## src/hw/rtl/length_prefixed_frame_receiver_assert.svh

```systemverilog
// Assertion macros for the frame receiver; clk and rst_n come from the using scope.
`ifndef LENGTH_PREFIXED_FRAME_RECEIVER_ASSERT_SVH
`define LENGTH_PREFIXED_FRAME_RECEIVER_ASSERT_SVH

// same-cycle implication
`define LFR_ASSERT_IMP(label, ante, cons, msg) \
  label: assert property (@(posedge clk) disable iff (!rst_n) (ante) |-> (cons)) \
    else $error(msg);

// next-cycle implication
`define LFR_ASSERT_NXT(label, ante, cons, msg) \
  label: assert property (@(posedge clk) disable iff (!rst_n) (ante) |=> (cons)) \
    else $error(msg);

`endif

```

## src/hw/rtl/lfr_pkg.sv

```systemverilog
`timescale 1ns / 1ps
`default_nettype none

package lfr_pkg;

  localparam int LENGTH_BITS_DEF = 16;
  localparam int TIMER_BITS_DEF  = 32;
  localparam int CFG_IDX_W       = 2;
  localparam int CFG_DATA_W      = 32;

  localparam logic [7:0]  RX_ID_RST    = 8'h00;
  localparam logic [15:0] BUF_SIZE_RST = 16'd256;
  localparam logic [31:0] MAX_TIME_RST = 32'd0;

  typedef enum logic [1:0] {
    CMD_BYTE    = 2'd0,
    CMD_TICK    = 2'd1,
    CMD_RESTART = 2'd2,
    CMD_RSVD    = 2'd3
  } cmd_t;

  typedef enum logic [CFG_IDX_W-1:0] {
    CFG_RX_ID    = 2'd0,
    CFG_TWO_BYTE = 2'd1,
    CFG_BUF_SIZE = 2'd2,
    CFG_MAX_TIME = 2'd3
  } cfg_idx_t;

  typedef struct packed {
    logic [7:0]  rx_id;
    logic        two_byte_length;
    logic [15:0] buffer_size;
    logic [31:0] max_time;
  } cfg_t;

  typedef struct packed {
    cmd_t       cmd;
    logic [7:0] rx_byte;
  } item_t;

  typedef struct packed {
    logic        store_valid;
    logic [15:0] store_addr;
    logic [7:0]  store_byte;
    logic        frame_ready;
    logic [15:0] frame_length;
    logic        timed_out;
  } res_t;

endpackage

`default_nettype wire

```

## src/hw/rtl/lfr_cfg.sv

```systemverilog
`timescale 1ns / 1ps
`default_nettype none

module lfr_cfg
  import lfr_pkg::*;
(
  input  wire logic                  clk,
  input  wire logic                  rst_n,
  input  wire logic                  cfg_valid,
  output logic                       cfg_ready,
  input  wire logic [CFG_IDX_W-1:0]  cfg_index,
  input  wire logic [CFG_DATA_W-1:0] cfg_data,
  output cfg_t                       cfg
);

  cfg_t cfg_r;

  assign cfg_ready = 1'b1;
  assign cfg       = cfg_r;

  always_ff @(posedge clk) begin
    if (!rst_n) begin
      cfg_r.rx_id           <= RX_ID_RST;
      cfg_r.two_byte_length <= 1'b0;
      cfg_r.buffer_size     <= BUF_SIZE_RST;
      cfg_r.max_time        <= MAX_TIME_RST;
    end else if (cfg_valid && cfg_ready) begin
      unique case (cfg_idx_t'(cfg_index))
        CFG_RX_ID:    cfg_r.rx_id           <= cfg_data[7:0];
        CFG_TWO_BYTE: cfg_r.two_byte_length <= cfg_data[0];
        CFG_BUF_SIZE: cfg_r.buffer_size     <= cfg_data[15:0];
        CFG_MAX_TIME: cfg_r.max_time        <= cfg_data[31:0];
        default: ;
      endcase
    end
  end

endmodule

`default_nettype wire

```

## src/hw/rtl/lfr_in_stage.sv

```systemverilog
`timescale 1ns / 1ps
`default_nettype none

module lfr_in_stage
  import lfr_pkg::*;
(
  input  wire logic       clk,
  input  wire logic       rst_n,
  input  wire logic       in_valid,
  output logic            in_ready,
  input  wire logic [1:0] in_cmd,
  input  wire logic [7:0] in_rx_byte,
  output logic            item_valid,
  output item_t           item,
  input  wire logic       item_ready
);

  logic  valid_r;
  item_t item_r;

  assign in_ready   = !valid_r || item_ready;
  assign item_valid = valid_r;
  assign item       = item_r;

  always_ff @(posedge clk) begin
    if (!rst_n) begin
      valid_r <= 1'b0;
    end else begin
      if (in_ready) begin
        valid_r <= in_valid;
      end
      if (in_valid && in_ready) begin
        item_r.cmd     <= cmd_t'(in_cmd);
        item_r.rx_byte <= in_rx_byte;
      end
    end
  end

endmodule

`default_nettype wire

```

## src/hw/rtl/lfr_step.sv

```systemverilog
`timescale 1ns / 1ps
`default_nettype none
`include "length_prefixed_frame_receiver_assert.svh"

module lfr_step
  import lfr_pkg::*;
#(
  parameter int LENGTH_BITS = LENGTH_BITS_DEF,
  parameter int TIMER_BITS  = TIMER_BITS_DEF
) (
  input  wire logic clk,
  input  wire logic rst_n,
  input  wire cfg_t cfg,
  input  wire logic item_valid,
  input  wire item_t item,
  output logic      item_ready,
  output logic      res_valid,
  output res_t      res,
  input  wire logic res_ready
);

  typedef enum logic [2:0] {
    PH_HEADER = 3'd0,
    PH_P1     = 3'd1,
    PH_P2     = 3'd2,
    PH_P3     = 3'd3,
    PH_P4     = 3'd4
  } phase_t;

  phase_t                 phase_r, phase_nxt;
  logic [LENGTH_BITS-1:0] count_r, count_nxt;
  logic [LENGTH_BITS-1:0] exp_r, exp_nxt;
  logic                   ready_r, ready_nxt;
  logic                   run_r, run_nxt;
  logic [TIMER_BITS-1:0]  elap_r, elap_nxt;
  logic                   res_valid_r;
  res_t                   res_r, res_nxt;

  logic                   take;
  logic [7:0]             b;
  logic                   sv;
  logic [15:0]            addr;
  logic                   tout;
  logic [LENGTH_BITS-1:0] cnt_inc;
  logic [LENGTH_BITS-1:0] exp_sum;
  logic [TIMER_BITS-1:0]  elap_inc;

  assign item_ready = !res_valid_r || res_ready;
  assign take       = item_valid && item_ready;
  assign res_valid  = res_valid_r;
  assign res        = res_r;

  assign b        = item.rx_byte;
  assign cnt_inc  = count_r + LENGTH_BITS'(1);
  assign exp_sum  = exp_r + LENGTH_BITS'(b);
  assign elap_inc = (elap_r == '1) ? elap_r : elap_r + TIMER_BITS'(1);

  always_comb begin
    phase_nxt = phase_r;
    count_nxt = count_r;
    exp_nxt   = exp_r;
    ready_nxt = ready_r;
    run_nxt   = run_r;
    elap_nxt  = elap_r;
    sv        = 1'b0;
    addr      = '0;
    tout      = 1'b0;
    unique case (item.cmd)
      CMD_BYTE: begin
        if (phase_r == PH_HEADER) begin
          if (count_r == '0 && b == cfg.rx_id) begin
            sv        = 1'b1;
            phase_nxt = PH_P1;
            run_nxt   = 1'b1;
            elap_nxt  = '0;
          end
        end else if (!cfg.two_byte_length) begin
          unique case (phase_r)
            PH_P1: begin
              if (b != 8'h00 && b < cfg.buffer_size[7:0]) begin
                sv        = 1'b1;
                addr      = 16'd1;
                exp_nxt   = LENGTH_BITS'(b);
                phase_nxt = PH_P2;
              end else begin
                phase_nxt = PH_HEADER;
              end
              run_nxt  = 1'b1;
              elap_nxt = '0;
            end
            PH_P2: begin
              sv        = 1'b1;
              addr      = 16'(17'(count_r) + 17'd2);
              count_nxt = cnt_inc;
              if (cnt_inc >= exp_r) begin
                phase_nxt = PH_P3;
                ready_nxt = 1'b1;
              end
              run_nxt  = 1'b1;
              elap_nxt = '0;
            end
            default: run_nxt = 1'b0;
          endcase
        end else begin
          unique case (phase_r)
            PH_P1: begin
              sv        = 1'b1;
              addr      = 16'd1;
              exp_nxt   = LENGTH_BITS'({b, 8'h00});
              phase_nxt = PH_P2;
              run_nxt   = 1'b1;
              elap_nxt  = '0;
            end
            PH_P2: begin
              sv      = 1'b1;
              addr    = 16'd2;
              exp_nxt = exp_sum;
              if (exp_sum != '0 && 16'(exp_sum) < cfg.buffer_size) begin
                phase_nxt = PH_P3;
              end else begin
                phase_nxt = PH_HEADER;
              end
              run_nxt  = 1'b1;
              elap_nxt = '0;
            end
            PH_P3: begin
              sv        = 1'b1;
              addr      = 16'(17'(count_r) + 17'd3);
              count_nxt = cnt_inc;
              if (cnt_inc >= exp_r) begin
                phase_nxt = PH_P4;
                ready_nxt = 1'b1;
              end
              run_nxt  = 1'b1;
              elap_nxt = '0;
            end
            default: run_nxt = 1'b0;
          endcase
        end
      end
      CMD_TICK: begin
        if (run_r) begin
          elap_nxt = elap_inc;
          if (cfg.max_time != 32'd0 && 32'(elap_inc) >= cfg.max_time) begin
            phase_nxt = PH_HEADER;
            count_nxt = '0;
            exp_nxt   = '0;
            ready_nxt = 1'b0;
            run_nxt   = 1'b0;
            elap_nxt  = '0;
            tout      = 1'b1;
          end
        end
      end
      CMD_RESTART: begin
        phase_nxt = PH_HEADER;
        count_nxt = '0;
        exp_nxt   = '0;
        ready_nxt = 1'b0;
        run_nxt   = 1'b0;
        elap_nxt  = '0;
      end
      default: ;
    endcase

    res_nxt.store_valid  = sv;
    res_nxt.store_addr   = addr;
    res_nxt.store_byte   = sv ? b : 8'h00;
    res_nxt.frame_ready  = ready_nxt;
    res_nxt.frame_length = 16'(exp_nxt);
    res_nxt.timed_out    = tout;
  end

  always_ff @(posedge clk) begin
    if (!rst_n) begin
      phase_r     <= PH_HEADER;
      count_r     <= '0;
      exp_r       <= '0;
      ready_r     <= 1'b0;
      run_r       <= 1'b0;
      elap_r      <= '0;
      res_valid_r <= 1'b0;
    end else begin
      if (item_ready) begin
        res_valid_r <= item_valid;
      end
      if (take) begin
        phase_r <= phase_nxt;
        count_r <= count_nxt;
        exp_r   <= exp_nxt;
        ready_r <= ready_nxt;
        run_r   <= run_nxt;
        elap_r  <= elap_nxt;
        res_r   <= res_nxt;
      end
    end
  end

  `LFR_ASSERT_IMP(a_tout_clears, res_valid_r && res_r.timed_out, !res_r.store_valid && !res_r.frame_ready && (res_r.frame_length == '0), "timeout result without a cleared receiver")
  `LFR_ASSERT_IMP(a_idle_store_zero, res_valid_r && !res_r.store_valid, (res_r.store_addr == '0) && (res_r.store_byte == '0), "unstored byte shows address or data")
  `LFR_ASSERT_IMP(a_ready_hold, $fell(ready_r), !$past(rst_n) || ($past(take) && ($past(item.cmd) == CMD_TICK || $past(item.cmd) == CMD_RESTART)), "frame ready dropped without restart or timeout")
  `LFR_ASSERT_NXT(a_timer_start, !run_r && !(take && item.cmd == CMD_BYTE), !run_r, "timer started without a received byte")

endmodule

`default_nettype wire

```

## src/hw/rtl/length_prefixed_frame_receiver.sv

```systemverilog
// A transaction accepted at the input is held in the input register, then passes through
// the receive state update into the result register, which drives the outputs.
// Throughput: one transaction per cycle (byte, tick or restart), back to back while out_ready
// is high, bound by the single receive state update between input and result registers.
// Reset: synchronous, active low; clears receive state, timer and the valid flags of both
// pipeline registers and returns the configuration registers to their defaults.
`timescale 1ns / 1ps
`default_nettype none

module length_prefixed_frame_receiver
  import lfr_pkg::*;
#(
  parameter int LENGTH_BITS = LENGTH_BITS_DEF,
  parameter int TIMER_BITS  = TIMER_BITS_DEF
) (
  input  wire logic                  clk,
  input  wire logic                  rst_n,
  input  wire logic                  cfg_valid,
  output logic                       cfg_ready,
  input  wire logic [CFG_IDX_W-1:0]  cfg_index,
  input  wire logic [CFG_DATA_W-1:0] cfg_data,
  input  wire logic                  in_valid,
  output logic                       in_ready,
  input  wire logic [1:0]            in_cmd,
  input  wire logic [7:0]            in_rx_byte,
  output logic                       out_valid,
  input  wire logic                  out_ready,
  output logic                       out_store_valid,
  output logic [15:0]                out_store_addr,
  output logic [7:0]                 out_store_byte,
  output logic                       out_frame_ready,
  output logic [15:0]                out_frame_length,
  output logic                       out_timed_out
);

  cfg_t  cfg;
  logic  item_valid;
  logic  item_ready;
  item_t item;
  res_t  res;

  lfr_cfg u_cfg (
    .clk       (clk),
    .rst_n     (rst_n),
    .cfg_valid (cfg_valid),
    .cfg_ready (cfg_ready),
    .cfg_index (cfg_index),
    .cfg_data  (cfg_data),
    .cfg       (cfg)
  );

  lfr_in_stage u_in (
    .clk        (clk),
    .rst_n      (rst_n),
    .in_valid   (in_valid),
    .in_ready   (in_ready),
    .in_cmd     (in_cmd),
    .in_rx_byte (in_rx_byte),
    .item_valid (item_valid),
    .item       (item),
    .item_ready (item_ready)
  );

  lfr_step #(
    .LENGTH_BITS (LENGTH_BITS),
    .TIMER_BITS  (TIMER_BITS)
  ) u_step (
    .clk        (clk),
    .rst_n      (rst_n),
    .cfg        (cfg),
    .item_valid (item_valid),
    .item       (item),
    .item_ready (item_ready),
    .res_valid  (out_valid),
    .res        (res),
    .res_ready  (out_ready)
  );

  assign out_store_valid  = res.store_valid;
  assign out_store_addr   = res.store_addr;
  assign out_store_byte   = res.store_byte;
  assign out_frame_ready  = res.frame_ready;
  assign out_frame_length = res.frame_length;
  assign out_timed_out    = res.timed_out;

endmodule

`default_nettype wire
```

## config.mk

```make
export PLATFORM = sky130hd
export DESIGN_NAME = length_prefixed_frame_receiver
export DESIGN_NICKNAME = d
export VERILOG_FILES = /design/src/hw/rtl/lfr_pkg.sv /design/src/hw/rtl/lfr_cfg.sv /design/src/hw/rtl/lfr_in_stage.sv /design/src/hw/rtl/lfr_step.sv /design/src/hw/rtl/length_prefixed_frame_receiver.sv
export VERILOG_INCLUDE_DIRS = /design/src /design/src/hw/rtl
export SDC_FILE = /design/constraint.sdc
export NUM_CORES = 1
export LEC_CHECK = 0
export ABC_AREA = 0
export BUFFER_PORTS_ARGS = -buffer_cell sky130_fd_sc_hd__buf_4
export CAP_MARGIN = 20
export CELL_PAD_IN_SITES_DETAIL_PLACEMENT = 0
export CELL_PAD_IN_SITES_GLOBAL_PLACEMENT = 1
export CORE_ASPECT_RATIO = 0.6
export CORE_UTILIZATION = 49
export DETAILED_ROUTE_END_ITERATION = 16
export PLACE_DENSITY = 0.95
export SETUP_SLACK_MARGIN = 0.2
export SLEW_MARGIN = 20
export SYNTH_ARGS = -nofsm -noshare
export SYNTH_HDL_FRONTEND = slang
export SYNTH_SLANG_ARGS = --single-unit
```

## constraint.sdc

```tcl
create_clock -name clk -period 7.4 [get_ports clk]
set_input_delay 1.48 -clock clk [delete_from_list [all_inputs] [get_ports clk]]
set_output_delay 1.48 -clock clk [all_outputs]
set_load 0.02 [all_outputs]
```

==> metrics.md <==
| Metric | Value |
|---|---|
| Status | finished, final reports clean |
| Sequential share of power | 46.9% |
| Clock Tree Buf Depth | 2 |
| TritonCTS buffer count | 17 |
| Worst IR Drop VDD | 146 uV |
| CTS tree | built |
| First-pass GRT wire length | 55900 um |
| R2R depth | 16 |
| Leakage power | 4.84 nW |
| Post-synth EDFFs | 53 |
| Die X | 201 um |
| H-tree levels | 4 |
| # setup viols final | 0 |
| Critical path capture point type | register |
| Fmax achieved | 0.155 GHz |
| Post-CTS Resized | 0 |
| Hold Path Origin | u_cfg.cfg[35]$_SDFFE_PN0P_ |
| Comb power frac | 11.5% |
| Minimum clock period | 6.46 ns |
| Sw Ratio | 27.1% |
| RSZ-0062 raised after global routing | no |
| Die Ht | 122 um |
| Port buffer count | 93 |
| Pin count of the biggest net entering global routing | 61 |
| Via density per instance | 6.13 |
| Worst endpoint required time | 7.77 ns |
| Type of the most critical hold path | register to register |
| Root Driver | clkbuf_16 |
| Worst rel slew slack | 26.9% |
| Dpl hpwl | 25500 um |
| Post-CTS setup buffer count | 0 |
| Net Switching | 0.615 mW |
| Vias in the first global route | 10116 |
| CTS clk-pin slew, worst paths | 0.07 ns |
| Ranking of synthesized cells by area | dfxtp_1 (22%), edfxtp_1 (14%), ha_1 (9.2%), nand2_1 (6.1%), a21oi_1 (5.8%) |
| Final nets | 1616 |
| Routed via count | 11096 |
| R2R Path Start | u_step.elap_r[3]$_SDFFE_PN0P_ |
| Worst-Margin Slew | 1.09 ns |
| Top FF cell, synth | dfxtp_1 |
| R2R setup slack | 0.94 ns |
| CTS sink count | 181 |
| Fillers | 2140 |
| Syn Std Cell Area | 11700 um2 |
| Crit path cell chain | nand4_1 -> nor4_1 -> nand4_1 -> or3_1 -> nor2_1 -> nand2_1 -> xnor2_1 -> ha_1 -> nand4_1 -> nor4_1 -> nand3_1 -> o32ai_1 -> o21ai_0 -> a21oi_2 -> mux2_2 -> nor2_1 |
| Core box area | 23200 um2 |
| GR Util All Layers | 29.3% |
| Critical path's slowest cell | nor4_1 |
| Final ANT Viol Nets | 0 |
| Gp weighted congestion | 0.969 |
| Skew-Pair Late Insertion Delay | 0.46 ns |
| Worst path top cell family by delay | simple AND/OR/NAND/NOR gates |
| Post-route cell area | 13100 um2 |
| Total of max-cap violations | 0 |
| Cell Rows | 43 |
| DRC marker count from the first detailed-route iteration | 1162 |
| Clock power frac | 41.6% |
| Worst Path Buf+Inv | 0 |
| Final Hold Fails | 0 |
| Final Cycle Share | 87.3% |
| Initial core utilization | 50.3% |
| Max Slew Vio Count | 0 |
| Yosys reg bits | 181 |
| Critical path's most frequent cell | nand4_1 |
| Largest stage delay, worst path | 0.88 ns |
| Post-synth ARST share | 0% |
| Cell Area, Placed | 12500 um2 |
| DR pass1 iterations | 5 |
| Wire per inst | 19.4 um |
| Share of the synthesized area in the top cell type | 21.9% |
| Power Dens Cells | 173 nW/um2 |
| Area leader, netlist | dfxtp_1 |
| Crit path kind | register to register |
| WP data arrival | 6.83 ns |
| Die area | 24500 um2 |
| Synth cell types | 76 |
| TNS Setup | 0 ns |
| Mean post-synth cell area | 8.11 um2 |
| Grt total ovfl | 0 |
| Reg2reg end | u_step.count_r[15]$_SDFFE_PN0P_ |
| Area Overhead vs Synth | 12.5% |
| Initial antenna violation count | 1 |
| Synth Warn # | 0 |
| Hold Path Sink | u_cfg.cfg[35]$_SDFFE_PN0P_ |
| Share of layout cells above drive strength 1 | 10.9% |
| Drc violations | 0 |
| Hold buffers post-CTS | 0 |
| Register area share after synthesis | 35.5% |
| Total wire length | 35100 um |
| Post-Syn Nets | 1576 |
| Internal power | 1.66 mW |
| Mapped Cells | 1440 |
| Startpoint types | register |
| I/O pins | 95 |
| Final Skew | 0.00963 ns |
| WHS Path Cells | 2 |
| Crit-path max FO | 19 |
registers in the layout (all words and copies together), names as in the netlist:
register and cells:
u_in.item 10, u_in.item_valid 1, u_step.elap_r 32, u_step.res 43, u_cfg.cfg 57, u_step.res_valid 1
u_step.run_r 1, u_step.ready_r 1, u_step.count_r 16, u_step.phase_r 3, u_step.exp_r 16
worst max path at each step:
stage,startpoint,endpoint,slack (ns),cells past startpoint
after floorplan,u_step.elap_r[3]$_SDFFE_PN0P_,u_step.count_r[13]$_SDFFE_PN0P_,2.99,18
after global placement,u_step.elap_r[3]$_SDFFE_PN0P_,u_step.count_r[8]$_SDFFE_PN0P_,1.51,16
after detailed placement,u_step.elap_r[3]$_SDFFE_PN0P_,u_step.count_r[15]$_SDFFE_PN0P_,1.29,16
after CTS,u_step.elap_r[3]$_SDFFE_PN0P_,u_step.count_r[15]$_SDFFE_PN0P_,1.20,16
after global routing,u_step.elap_r[3]$_SDFFE_PN0P_,u_step.count_r[10]$_SDFFE_PN0P_,0.46,16
final,u_step.elap_r[3]$_SDFFE_PN0P_,u_step.count_r[15]$_SDFFE_PN0P_,0.94,16
synthesized netlist by cell type, types with 18 or more instances:
| cell | instances |
|---|---|
| nor3_1 | 26 |
| a21o_1 | 23 |
| dfxtp_1 | 128 |
| a21oi_1 | 136 |
| ha_1 | 86 |
| nand2_1 | 191 |
| inv_1 | 89 |
| nand3_1 | 38 |
| clkbuf_1 | 69 |
| nand4_1 | 32 |
| xnor2_1 | 51 |
| nor2_1 | 111 |
| edfxtp_1 | 53 |
| o21ai_0 | 73 |
| a22oi_1 | 18 |
power groups by stage:
stage | Clock, mW | Combinational, mW | Sequential [mW]
after floorplan | 0 | 0.154 | 1.08
after global placement | 0 | 0.251 | 1.08
after detailed placement | 0 | 0.255 | 1.09
after CTS | 0.951 | 0.256 | 1.06
after global routing | 0.996 | 0.284 | 1.07
final | 0.944 | 0.262 | 1.06
final cells by class:
| type | instances | area (um2) | area share [%] |
|---|---|---|---|
| multi-input combinational | 1085 | 6870 | 52.2 |
| sequential | 181 | 4150 | 31.6 |
| timing repair buffer | 106 | 796 | 6.05 |
| clock buffer | 23 | 510 | 3.88 |
| tap | 315 | 394 | 3.00 |
| inverter | 89 | 335 | 2.55 |
| clock inverter | 9 | 87.6 | 0.666 |
| antenna | 1 | 2.50 | 0.0190 |
per-layer routing:
layer / vias to the layer above / share of wire (%) / global-route usage [%]
met1: 5276 / 49 / 44.6
met2: 532 / 39 / 39.7
met5: - / 0 / 0
li1: 5252 / - / -
met3: 36 / 11 / 8.16
met4: 0 / 1.2 / 7.58
stage by stage:
step | instances | hold slack, ns | power (mW) | utilization (%) | setup slack [ns]
after floorplan | 1440 | 0.436 | 1.24 | - | 2.99
after global placement | 1776 | 0.446 | 1.34 | 54.0 | 1.51
after detailed placement | 1776 | 0.448 | 1.34 | 54.0 | 1.29
after CTS | 1808 | 0.458 | 2.27 | 56.5 | 1.20
after global routing | 1808 | 0.477 | 2.35 | 56.5 | 0.455
final | 1809 | 0.455 | 2.27 | 56.6 | 0.937
cell families (layout without fill, tap and decap cells):
| family | Yosys count | count (layout) | synth area share, % |
|---|---|---|---|
| other | 1 | 2 | 0.0321 |
| XOR/XNOR | 68 | 68 | 5.10 |
| AND/OR/NAND/NOR | 528 | 528 | 22.0 |
| flip-flops | 181 | 181 | 35.5 |
| AO/OA/AOI/OAI | 384 | 384 | 20.6 |
| adder cells (fa/ha/maj) | 87 | 87 | 9.38 |
| multiplexers | 17 | 17 | 1.51 |
| buffers and inverters | 174 | 227 | 5.80 |
placed cells by master, fill, tap and decap left out, drive strengths merged, types with 11 or more instances in the layout:
master / Yosys / final
edfxtp: 53 / 53
and3: 12 / 12
o21ai: 75 / 75
inv: 89 / 92
nor2b: 11 / 11
nand3: 38 / 38
xnor2: 51 / 51
o21a: 16 / 16
a31oi: 13 / 13
o22ai: 17 / 17
nand2: 191 / 191
a21o: 23 / 23
ha: 86 / 86
nor2: 111 / 111
mux2i: 12 / 12
dfxtp: 128 / 128
or3: 17 / 17
nand4: 32 / 32
a22oi: 18 / 18
and2: 17 / 17
xor2: 17 / 17
or4: 11 / 11
a21oi: 137 / 137
a211oi: 13 / 13
nor3: 28 / 28
clkbuf: 69 / 23
nor4: 19 / 19
buf: 16 / 106
tightest hold or removal path: stages (launching register included):
cell and delay [ns]:
dfxtp_1 0.31, nand2_1 0.05, a21oi_1 0.05
Note: power is estimated with default switching activity, not from simulation.
